<file path="src/rtl/chist_pkg.sv">
// ----------------------------------------------------------------------------
// chist_pkg
// Shared constants, opcodes and types of the compressed length histogram.
// ----------------------------------------------------------------------------
package chist_pkg;

  localparam int PAGE_BYTES  = 4096;
  localparam int BIN_STEP    = 16;
  localparam int LAST_BIN    = PAGE_BYTES / BIN_STEP;
  localparam int NUM_BINS    = LAST_BIN + 1;
  localparam int BIN_W       = $clog2(NUM_BINS);
  // A write is good when its bin times BIN_STEP is at most half a page.
  localparam int GOOD_BIN    = (PAGE_BYTES / 2) / BIN_STEP;

  localparam int FUNC_W      = 2;
  localparam int LEN_W       = 16;
  localparam int SEL_W       = 9;
  localparam int CNT_W       = 32;
  localparam int PCT_W       = 7;
  localparam int PCT_SCALE   = 100;
  localparam int PROD_W      = CNT_W + PCT_W;
  localparam int STEP_W      = $clog2(PCT_W);

  localparam int QUEUE_DEPTH = 4;
  localparam int QPTR_W      = $clog2(QUEUE_DEPTH);

  typedef enum logic [FUNC_W-1:0] {
    FUNC_READ    = 2'd0,
    FUNC_WRITE   = 2'd1,
    FUNC_BIN     = 2'd2,
    FUNC_SUMMARY = 2'd3
  } func_t;

  // One classified request as it travels from the front to the back.
  typedef struct packed {
    func_t            func;
    logic [BIN_W-1:0] bin;
    logic             good;
    logic             in_range;
  } cmd_t;

  typedef enum logic [1:0] {
    ST_IDLE,
    ST_DATA,
    ST_DIV,
    ST_OUT
  } back_state_t;

endpackage

</file>
<file path="src/rtl/chist_front.sv">
// ----------------------------------------------------------------------------
// chist_front
// Classifies an incoming request: works out the bin of a write, whether the
// write is good, and the bin that a query reads.
// ----------------------------------------------------------------------------
module chist_front (
  input  logic [chist_pkg::FUNC_W-1:0] func,
  input  logic [chist_pkg::LEN_W-1:0]  page_len,
  input  logic [chist_pkg::SEL_W-1:0]  bin_select,
  output chist_pkg::cmd_t              cmd
);
  import chist_pkg::*;

  logic [LEN_W:0]   rounded;
  logic [LEN_W:0]   quot;
  logic [BIN_W-1:0] write_bin;
  logic             sel_ok;

  // Ceiling division by the bin step, then clamp into the overflow bin.
  assign rounded   = {1'b0, page_len} + (LEN_W+1)'(BIN_STEP - 1);
  assign quot      = (LEN_W+1)'(rounded / BIN_STEP);
  assign write_bin = (quot > (LEN_W+1)'(LAST_BIN)) ? BIN_W'(LAST_BIN) : quot[BIN_W-1:0];
  assign sel_ok    = ({1'b0, bin_select} <= (SEL_W+1)'(LAST_BIN));

  always_comb begin
    cmd.func     = func_t'(func);
    cmd.bin      = '0;
    cmd.good     = 1'b0;
    cmd.in_range = 1'b1;
    case (func_t'(func))
      FUNC_WRITE: begin
        cmd.bin  = write_bin;
        cmd.good = (quot <= (LEN_W+1)'(GOOD_BIN));
      end
      FUNC_BIN: begin
        // An out-of-range bin reads entry zero and is masked to zero later.
        cmd.bin      = sel_ok ? BIN_W'(bin_select) : '0;
        cmd.in_range = sel_ok;
      end
      FUNC_SUMMARY: begin
        cmd.bin = BIN_W'(LAST_BIN);
      end
      default: begin
        cmd.bin = '0;
      end
    endcase
  end

endmodule

</file>
<file path="config.mk">
export PLATFORM = sky130hd
export DESIGN_NAME = chist_front
export DESIGN_NICKNAME = d
export VERILOG_FILES = /design/src/rtl/chist_pkg.sv /design/src/rtl/chist_front.sv
export SDC_FILE = /design/constraint.sdc
export NUM_CORES = 1
export LEC_CHECK = 0
export BUFFER_PORTS_ARGS = -buffer_cell sky130_fd_sc_hd__buf_2
export CAP_MARGIN = 10
export CORE_AREA = 2 2 39 41
export DETAILED_ROUTE_END_ITERATION = 8
export DIE_AREA = 0 0 41 43
export PLACE_DENSITY = 0.85
export SLEW_MARGIN = 25
export SYNTH_ARGS = -nofsm -noshare
export SYNTH_HDL_FRONTEND = slang
export SYNTH_SLANG_ARGS = --single-unit
export TNS_END_PERCENT = 10
</file>
<file path="constraint.sdc">
create_clock -name vclk -period 1.57
set_input_delay 0.2355 -clock vclk [all_inputs]
set_output_delay 0.2355 -clock vclk [all_outputs]
set_load 0.03 [all_outputs]
</file>
==> results.tsv <==
metric	value	unit
core_region_area	1384	µm²
irDropWorstVdd	0.1157	mV
cp_common_cell	buf_6	
antenna_found_initial	0	
hold_violations	0	
synth_top_area_frac	0.1214	
p_leak	0.4199	nW
final.clkbuf_count	0	
portBuffers	40	
end_kind	output pin	
status	finished with violations	
finalInstanceArea	949.7	µm²
worstPathCellList	buf_2, buf_6, o41ai_4, buf_4, nor3_2, xnor2_2, o31ai_4, buf_6	
intPower	107.8	µW
slew_headroom	0.6702	
grt_overflow	0	
ioPinCount	40	
min_period_over_period	1.185	
maxCapViolCount	0	
drtAntennaViolNets	0	
seqPwrFrac	0	
utilization	0.6863	
setup_viol	10	
drc	0	
crit_arrival	1.62	ns
synth_top_area_cell	xnor2_1	
yosysWarnings	0	
syn_avg_cell_area	6.983	µm²
pwr-share-clk	0	
hpwlAfterDp	1.408	mm
num_antenna_cells	0	
route.vias.total	700	
violations	setup timing	
syn2layout_area_growth	119.4	%
n_sequential_cell	0	
crit_slowest_cell	o41ai_4	
slew_violations	0	
first_global_vias	701	
hold_ws	0.7639	ns
critical_path_class	input pin to output pin	
drive_gt1_frac	0.6555	
syn-instance-count	62	
grt_pass1_wl	2.849	mm
combPwrFrac	1.000	
grt_max_degree	9	
start_util	0.3128	
period_needed	1.860	ns
switching_power	114.5	µW
gp_congestion	0.8389	
row_count	14	
die-area	1763	µm²
clock.fmax	0.5377	GHz
avgRoutedWirePerCell	13.24	µm
area.sequential	0	µm²
ys_types	28	
cpPeakStageDelay	0.30	ns
p_total	222.4	µW
fin_setup_tns	-2.120	ns
post-cts-setup-buffers	0	
fp.dieW	41	µm
cp_max_fo	5	
synth_area	432.9	µm²
critPathLaunchType	input pin	
nFillCells	109	
multiInputGateArea	501.7	µm²
switching_share	0.5150	
drt_wl_total	1.788	mm
syn-num-nets	89	
synth.area.top_cells	xnor2_1, nand2_1, a32o_1	
grt_use_total	0.2260	
first_iter_violations	12	
power_density	234.2	nW/µm²
synth_seq_area_share	0	
hp-class	input pin to output pin	
viasPerCell	5.185	
cp.required	1.33	ns
dr.pass1.iters	4	
layout_setup_ws	-0.2899	ns
dpl-instance-area	847.1	µm²
worst_pin_slew	0.4947	ns
die_h	43	µm
grt_setup_unrepaired	yes	
final_nets	148	
final timing paths:
kind         from       to  slack (ns)  cells past startpoint
min       func[1]  cmd[12]        0.76                      2
max   page_len[3]   cmd[6]       -0.29                      8
repair_timing:
item,in CTS,in global routing
setup endpoints to repair,10,10
pin swaps,6,1
hold buffers,0,0
gates cloned,0,0
gates resized for setup,26,1
power groups by stage:
| stage | combinational (mW) | clock [mW] | sequential [mW] |
|---|---|---|---|
| 2_1_floorplan | 0.0950 | 0 | 0 |
| 3_3_place_gp | 0.194 | 0 | 0 |
| 3_5_place_dp | 0.200 | 0 | 0 |
| 4_1_cts | 0.218 | 0 | 0 |
| 5_1_grt | 0.239 | 0 | 0 |
| 6_report | 0.222 | 0 | 0 |
logic make-up after synthesis:
logic type,after synthesis,share of synthesized area
and+or+nand+nor,36,0.4625
AOI/OAI and AO/OA,13,0.3150
xor gates and xnor gates,8,0.1619
buffers and inverters,5,0.06068
worst max-delay path, delay by kind of cell:
kind	cells	cell delay (ns)
simple gates	1	0.06
buf+inv	4	0.61
xor+xnor	1	0.15
compound gates	2	0.56
cells in the mapped netlist, types with 2 or more instances:
master / n
buf_4: 2
xnor2_1: 6
o21ai_0: 2
inv_1: 3
nand2_1: 11
nor4_1: 5
nor3_1: 5
a32o_1: 4
nor2_1: 3
xor2_1: 2
o31ai_1: 2
routing by layer:
layer | up-vias | global-route usage | wire [µm]
met4 | 0 | 0.01333 | 0
met1 | 319 | 0.2444 | 700
met2 | 26 | 0.4531 | 999
li1 | 355 | - | -
met3 | 0 | 0.01047 | 88
met5 | - | 0 | 0
final cells by class:
type	instances	area share
inverter	3	0.01186
multi-input combinational	57	0.5283
tap	16	0.02108
timing repair buffer	59	0.4387
stage by stage:
stage / worst slack, ns / cells
floorplan: -0.1256 / 62
global placement: -0.3190 / 135
detailed placement: -0.3499 / 135
CTS: -0.2803 / 135
global route: -0.3744 / 135
finish: -0.2899 / 135
layout by cell type, fill, tap and decap left out:
cell type,Yosys,layout
nor3_4,0,1
o21ai_4,0,2
nand4_1,1,1
nor3_1,5,2
nor3_2,1,3
or3_1,1,1
xor2_1,2,2
nand3_1,1,1
xnor2_2,0,1
nor2_1,3,3
or4_4,1,2
nor4_2,0,1
a32o_2,0,1
a221oi_2,1,1
nand2_1,11,11
o31ai_4,0,2
nor2b_1,1,1
a32o_1,4,3
nand2b_1,1,1
xnor2_1,6,5
nor3b_1,1,1
o41ai_4,1,1
a21bo_2,1,1
nor4_1,5,4
nand3b_1,1,1
buf_4,2,16
buf_6,0,13
inv_1,3,3
and3_4,1,2
o31a_2,1,1
o2bb2ai_1,1,1
buf_2,0,30
Note: power is estimated with default switching activity, not from simulation.
