$ cat src/rtl/chist_pkg.sv
// ----------------------------------------------------------------------------
// chist_pkg
// Shared constants, opcodes and types of the compressed length histogram.
// ----------------------------------------------------------------------------
package chist_pkg;

  localparam int PAGE_BYTES  = 4096;
  localparam int BIN_STEP    = 16;
  localparam int LAST_BIN    = PAGE_BYTES / BIN_STEP;
  localparam int NUM_BINS    = LAST_BIN + 1;
  localparam int BIN_W       = $clog2(NUM_BINS);
  // A write is good when its bin times BIN_STEP is at most half a page.
  localparam int GOOD_BIN    = (PAGE_BYTES / 2) / BIN_STEP;

  localparam int FUNC_W      = 2;
  localparam int LEN_W       = 16;
  localparam int SEL_W       = 9;
  localparam int CNT_W       = 32;
  localparam int PCT_W       = 7;
  localparam int PCT_SCALE   = 100;
  localparam int PROD_W      = CNT_W + PCT_W;
  localparam int STEP_W      = $clog2(PCT_W);

  localparam int QUEUE_DEPTH = 4;
  localparam int QPTR_W      = $clog2(QUEUE_DEPTH);

  typedef enum logic [FUNC_W-1:0] {
    FUNC_READ    = 2'd0,
    FUNC_WRITE   = 2'd1,
    FUNC_BIN     = 2'd2,
    FUNC_SUMMARY = 2'd3
  } func_t;

  // One classified request as it travels from the front to the back.
  typedef struct packed {
    func_t            func;
    logic [BIN_W-1:0] bin;
    logic             good;
    logic             in_range;
  } cmd_t;

  typedef enum logic [1:0] {
    ST_IDLE,
    ST_DATA,
    ST_DIV,
    ST_OUT
  } back_state_t;

endpackage

$ cat src/rtl/chist_queue.sv
// ----------------------------------------------------------------------------
// chist_queue
// Short request queue between the front and the back.
// ----------------------------------------------------------------------------
module chist_queue (
  input  logic            clk,
  input  logic            rst,
  input  logic            push,
  input  chist_pkg::cmd_t push_cmd,
  output logic            full,
  input  logic            pop,
  output logic            empty,
  output chist_pkg::cmd_t pop_cmd
);
  import chist_pkg::*;

  cmd_t              slots [QUEUE_DEPTH];
  logic [QPTR_W-1:0] wr_ptr;
  logic [QPTR_W-1:0] rd_ptr;
  logic [QPTR_W:0]   count;
  logic              do_push;
  logic              do_pop;

  assign full    = (count == (QPTR_W+1)'(QUEUE_DEPTH));
  assign empty   = (count == '0);
  assign do_push = push && !full;
  assign do_pop  = pop && !empty;
  assign pop_cmd = slots[rd_ptr];

  always_ff @(posedge clk) begin
    if (rst) begin
      wr_ptr <= '0;
      rd_ptr <= '0;
      count  <= '0;
    end else begin
      if (do_push) wr_ptr <= wr_ptr + 1'b1;
      if (do_pop)  rd_ptr <= rd_ptr + 1'b1;
      if (do_push && !do_pop)      count <= count + 1'b1;
      else if (do_pop && !do_push) count <= count - 1'b1;
    end
  end

  always_ff @(posedge clk) begin
    if (do_push) slots[wr_ptr] <= push_cmd;
  end

endmodule

$ cat config.mk
export PLATFORM = sky130hd
export DESIGN_NAME = chist_queue
export DESIGN_NICKNAME = d
export VERILOG_FILES = /design/src/rtl/chist_pkg.sv /design/src/rtl/chist_queue.sv
export SDC_FILE = /design/constraint.sdc
export NUM_CORES = 1
export LEC_CHECK = 0
export BUFFER_PORTS_ARGS = -buffer_cell sky130_fd_sc_hd__buf_2
export CAP_MARGIN = 0
export CORE_MARGIN = 10
export CORE_UTILIZATION = 50
export CTS_BUF_LIST = sky130_fd_sc_hd__clkbuf_8
export CTS_CLUSTER_SIZE = 12
export DETAILED_ROUTE_END_ITERATION = 7
export PLACE_DENSITY = 0.81
export SYNTH_ARGS = -nofsm -noshare
export SYNTH_HDL_FRONTEND = slang
export SYNTH_SLANG_ARGS = --single-unit
$ cat constraint.sdc
create_clock -name clk -period 1.75 [get_ports clk]
set_input_delay 0.0875 -clock clk [delete_from_list [all_inputs] [get_ports clk]]
set_output_delay 0.0875 -clock clk [all_outputs]
set_load 0.02 [all_outputs]
==> results of run 1 <==
registers in the layout, summed over array words and instances (netlist names), named ones only:
register / count
count: 3
rd_ptr: 2
slots: 52
wr_ptr: 2
final timing paths:
path	startpoint	end	slack, ns	cells past startpoint
worst min register to register	wr_ptr[1]	wr_ptr[1]	0.53	2
worst min-delay path	rst	count[1]	0.03	2
worst max register to register	count[2]	count[2]	-0.12	7
worst max-delay path	count[2]	count[2]	-0.12	7
where the power goes:
part	internal, mW	switching, mW
Combinational	0.619	0.653
Clock	0.479	0.475
Sequential	1.78	0.114
Total	2.88	1.24
cell usage after synthesis:
cell type / count
mux4_2: 10
mux2i_1: 2
a21oi_1: 2
ha_1: 5
dfxtp_1: 9
buf_6: 1
buf_2: 1
and2_1: 4
nor3b_2: 1
nor3_1: 1
xor2_1: 4
clkbuf_1: 1
mux4_1: 3
edfxtp_1: 52
or3_1: 2
fa_1: 1
o21ai_0: 2
nor2_1: 5
inv_1: 4
nand2b_1: 2
o31ai_2: 1
o311ai_1: 1
nor2_2: 1
cells by family after synthesis:
| family | share of synthesized area [%] |
|---|---|
| DFF | 74.0 |
| and+or+nand+nor | 3.94 |
| muxes | 13.8 |
| buffers and inverters | 1.49 |
| AOI/OAI and AO/OA | 1.76 |
| adders and majority gates | 3.51 |
| xor gates and xnor gates | 1.49 |
what timing repair did:
item,4_1_cts,5_1_grt
endpoints found under the setup margin,11,6
pin swaps,3,0
buffers inserted,1,0
resized for setup,3,1
endpoints found under the hold margin,52,0
hold buffers,13,0
metrics by stage:
| step | cell area, µm² | TNS, ns |
|---|---|---|
| detailed placement | 2690 | -0.158 |
| floorplan | 2370 | -0.175 |
| finish | 2990 | -0.123 |
| CTS | 2990 | -0.110 |
| global route | 2990 | -0.180 |
| global placement | 2690 | -0.0528 |
routing by layer:
metal | part of all wire, % | global-route usage (%) | vias up | wire length [µm]
met2 | 53 | 19.9 | 31 | 2290
li1 | - | - | 597 | -
met1 | 41 | 13.4 | 612 | 1800
met4 | 1.6 | 7.78 | 0 | 69
met5 | 0 | 0 | - | 0
met3 | 4.2 | 3.40 | 8 | 184
worst reg2reg max path, cell delays in order, from the launching register on:
cell and delay [ns]:
dfxtp_2 0.35, o31ai_4 0.28, ha_2 0.23, inv_2 0.04, fa_2 0.32, xor2_1 0.15
or3_1 0.30, a21oi_1 0.12
final cells by class:
cell class,instances,share of cell area [%]
clock buffers,9,4.14
flip-flops and latches,61,58.5
well taps,52,2.17
repair buffers,61,13.9
inverters,4,0.502
clock inverters,6,0.836
multi-input cells,47,19.9
==> results.py, run 1 <==
metrics = {
    "worst_hold_path": {
        "holdCritPathClass": "primary input to flip-flop",
    },
    "cells_and_area": {
        "multi_input_area_um2": 596,
        "fin_util_pct": 67.3,
        "regArea_um2": 1750,
        "area_delta_synth_final_pct": 27.2,
        "fillers": 301,
        "final_nets": 207,
        "drive_above_1_share_pct": 42.0,
        "final_cells": 240,
        "final_cell_mix": "edfxtp_1, buf_2, buf_4",
        "antenna_cells": 0,
        "final_common_cell": "edfxtp_1",
    },
    "detailed_routing": {
        "routed_wl_um": 4340,
        "detailedRoute.firstPassIterationCount": 4,
        "first_iter_violations": 127,
        "ant_nets": 0,
        "viasPerCell": 5.20,
        "avgRoutedWirePerCell_um": 18.1,
        "drc": 0,
        "vias": 1248,
    },
    "sta": {
        "setup_violations": 1,
        "max_freq_mhz": 534,
        "worstMarginPinSlew_ns": 0.320,
        "whs_ns": 0.0304,
        "rsz0062_at_grt": "true",
        "maxSlewViolCount": 0,
        "skew_ns": 0.0100,
        "hold_viol_final": 0,
        "final.setup.worst_slack_ns": -0.123,
        "maxSlewHeadroom_pct": 78.4,
        "layout_min_cycle_time_ns": 1.87,
        "fin_crit_sh_pct": 107,
    },
    "power": {
        "p_leak_nw": 1.12,
        "power.total_mw": 4.12,
        "power_density_nw_per_um2": 1380,
        "ir_worst_vdd_mv": 0.789,
    },
    "clocking": {
        "cts.sinks": 61,
        "htree_levels": 3,
        "clk_latency_ns": 0.33,
        "cts_tree": "done",
        "cts_buffers": 9,
        "clockRootBuffer": "clkbuf_8",
        "clockBufferDepth": 2,
        "path_clk_slew_ns": 0.07,
    },
    "placement": {
        "io_buffers": 31,
        "pre_cts_slack_ns": -0.158,
        "dp_cells": 211,
        "gp_congestion": 0.756,
        "post-dp-hpwl_um": 3090,
    },
    "worst_setup_path": {
        "cp_max_fo": 4,
        "crit_slowest_cell": "dfxtp_2",
        "crit_buf_inv": 1,
        "cp_cell_sequence": "o31ai_4, ha_2, inv_2, fa_2, xor2_1, or3_1, a21oi_1",
        "crit_required_ns": 2.00,
        "worst-setup-path-type": "flip-flop to flip-flop",
        "endpoint_kind": "flip-flop",
        "start_kind": "flip-flop",
        "critPathArrivalTime_ns": 2.12,
        "critPathMaxStageDelay_ns": 0.35,
        "critPathTopFamily": "adder cells",
    },
    "logic_synthesis": {
        "yosysTopAreaCell": "edfxtp_1",
        "yosysSeqAreaShare_pct": 74.0,
        "syn_avg_cell_area_um2": 20.5,
        "synth-seq-cells": 61,
        "synth_top_area_share_pct": 66.4,
        "ys_top_cells_by_area": "edfxtp_1, mux4_2, dfxtp_1",
        "ys_warn_count": 0,
        "synth_cells": 115,
        "synthesis.nets": 138,
        "syn_area_um2": 2350,
        "synth_cell_types": 23,
    },
    "grt": {
        "grt_antenna_before_repair": 0,
        "grt_max_degree": 14,
        "track_usage_pct": 12.0,
        "overflow": 0,
        "grt_pass1_vias": 1437,
        "grt_pass1_wl_um": 6980,
    },
    "floorplanning": {
        "fp-row-count": 24,
        "initial_core_util_pct": 52.9,
        "die_area_um2": 7850,
        "ios": 32,
        "fp.dieH_um": 88.6,
        "die_w_um": 88.6,
        "coreArea_um2": 4440,
    },
    "run": {
        "max_cap_viol_count": 0,
    },
    "outcome": {
        "failed_checks": "negative setup slack",
        "run_status": "finished with violations",
    },
}
Note: power is estimated with default switching activity, not from simulation.
==> run 2, diff against run 1 <==
--- a/config.mk
+++ b/config.mk
@@ -12,7 +12,7 @@
 export CTS_BUF_LIST = sky130_fd_sc_hd__clkbuf_8
 export CTS_CLUSTER_SIZE = 12
 export DETAILED_ROUTE_END_ITERATION = 7
-export PLACE_DENSITY = 0.81
+export PLACE_DENSITY = 0.78
 export SYNTH_ARGS = -nofsm -noshare
 export SYNTH_HDL_FRONTEND = slang
 export SYNTH_SLANG_ARGS = --single-unit
==> constraint.sdc (replaced) <==
create_clock -name clk -period 1.9 [get_ports clk]
set_input_delay 0.095 -clock clk [delete_from_list [all_inputs] [get_ports clk]]
set_output_delay 0.095 -clock clk [all_outputs]
set_load 0.02 [all_outputs]
==> run 2 against run 1 <==
The flow still finishes with violations (negative setup slack). Total power decreased by 0.88%. Core utilization decreased by 0.17 points. Register-to-register slack improved by 0.06 ns. Via count unchanged. Routed wire length decreased by 0.74%. Critical path depth unchanged. Critical path type unchanged. Highest routed layer unchanged.
==> results.py, run 2 (synthesized netlist as in run 1, its figures left out) <==
metrics = {
    "clocking": {
        "htree_levels": 3,
        "cts_buffers": 9,
        "clk_latency_ns": 0.34,
        "clockRootBuffer": "clkbuf_8",
        "clockBufferDepth": 2,
        "path_clk_slew_ns": 0.06,
        "cts.sinks": 61,
        "cts_tree": "done",
    },
    "sta": {
        "rsz0062_at_grt": "true",
        "fin_crit_sh_pct": 103,
        "setup_violations": 1,
        "maxSlewViolCount": 0,
        "setup-tns-final_ns": -0.0615,
        "skew_ns": 0.00773,
        "worstMarginPinSlew_ns": 0.702,
        "maxSlewHeadroom_pct": 53.2,
        "hold_viol_final": 0,
        "layout_min_cycle_time_ns": 1.96,
        "final.setup.worst_slack_ns": -0.0615,
        "max_freq_mhz": 510,
    },
    "worst_setup_path": {
        "critPathArrivalTime_ns": 2.22,
        "endpoint_kind": "flip-flop",
        "worst-setup-path-type": "flip-flop to flip-flop",
        "crit_required_ns": 2.16,
        "cp_max_fo": 3,
        "start_kind": "flip-flop",
    },
    "placement": {
        "dp_cells": 202,
        "pre_cts_slack_ns": -0.0741,
        "gp_congestion": 0.744,
        "postPlaceCellArea_um2": 2620,
        "post-dp-hpwl_um": 2860,
        "io_buffers": 31,
    },
    "detailed_routing": {
        "ant_nets": 0,
        "drc": 0,
        "first_iter_violations": 78,
        "routed_wl_um": 4310,
        "vias": 1248,
        "detailedRoute.firstPassIterationCount": 4,
        "avgRoutedWirePerCell_um": 18.6,
        "viasPerCell": 5.38,
    },
    "cells_and_area": {
        "top_regs": "slots x52, count x3",
        "final_common_cell": "edfxtp_1",
        "fin_util_pct": 67.2,
        "final_cell_mix": "edfxtp_1, buf_2, dlygate4sd3_1",
        "area_delta_synth_final_pct": 26.9,
        "regArea_um2": 1750,
        "multi_input_area_um2": 599,
        "post-route-cell-area_um2": 2990,
        "final_cells": 232,
        "fillers": 311,
        "largest_reg_flops": 52,
        "top_register": "slots",
        "drive_above_1_share_pct": 41.7,
        "antenna_cells": 0,
        "final_nets": 198,
    },
    "outcome": {
        "failed_checks": "negative setup slack",
        "run_status": "finished with violations",
    },
    "grt": {
        "grt_antenna_before_repair": 0,
        "overflow": 0,
        "track_usage_pct": 12.4,
        "grt_max_degree": 14,
        "grt_pass1_wl_um": 7140,
        "grt_pass1_vias": 1414,
    },
    "floorplanning": {
        "initial_core_util_pct": 52.9,
        "die_area_um2": 7850,
        "die_w_um": 88.6,
        "coreArea_um2": 4440,
        "ios": 32,
        "fp.dieH_um": 88.6,
        "fp-row-count": 24,
    },
    "run": {
        "max_cap_viol_count": 0,
    },
    "power": {
        "power_density_nw_per_um2": 1370,
        "p_leak_nw": 1.09,
        "ir_worst_vdd_mv": 0.885,
    },
    "worst_hold_path": {
        "holdCritPathClass": "primary input to flip-flop",
    },
}
## run 2: stage by stage
| step | power [mW] | hold slack, ns |
|---|---|---|
| global route | 4.28 | 0.0428 |
| global placement | 2.78 | 0.304 |
| detailed placement | 2.85 | 0.316 |
| floorplan | 2.48 | 0.194 |
| finish | 4.08 | 0.0472 |
| CTS | 4.12 | 0.0301 |
## run 2: final cells by class
class / instances / area share (%)
sequential: 61 / 58.5
multi-input combinational: 47 / 20.1
timing repair buffer: 52 / 11.6
clock buffer: 9 / 4.15
clock inverter: 7 / 3.02
tap: 52 / 2.18
inverter: 4 / 0.503
## run 2: timing repair
action	in CTS	in global routing
pin swaps	2	0
hold endpoints to repair	52	0
endpoints found under the setup margin	1	2
hold buffers	13	0
buffers inserted	1	0
resized for setup	2	1
## run 2: final timing paths
kind                                 from   endpoint  slack [ns]  depth (start not counted)
worst max-delay path             count[1]   count[2]       -0.06                          7
worst min-delay path                  rst   count[2]        0.05                          2
worst max register to register   count[1]   count[2]       -0.06                          7
worst min register to register  wr_ptr[1]  wr_ptr[1]        0.55                          2
## run 2: worst max-delay path: stages, from the launching register on
cell     delay, ns
dfxtp_2       0.35
o31ai_4       0.28
ha_2          0.22
inv_1         0.05
fa_2          0.34
xor2_1        0.16
or3_1         0.34
a21oi_2       0.14
## run 2: per-layer routing
metal	GRT usage (%)	vias to the layer above	share of wire [%]
met5	0	-	0
met4	7.34	0	2.2
met3	4.41	12	4.9
met2	21.1	36	53
met1	13.0	620	40
li1	-	580	-
## run 2: report_power, final
group          switching (mW)  internal, mW
registers              0.0990          1.63
logic                   0.608         0.524
clock network           0.489         0.730
total                    1.20          2.89
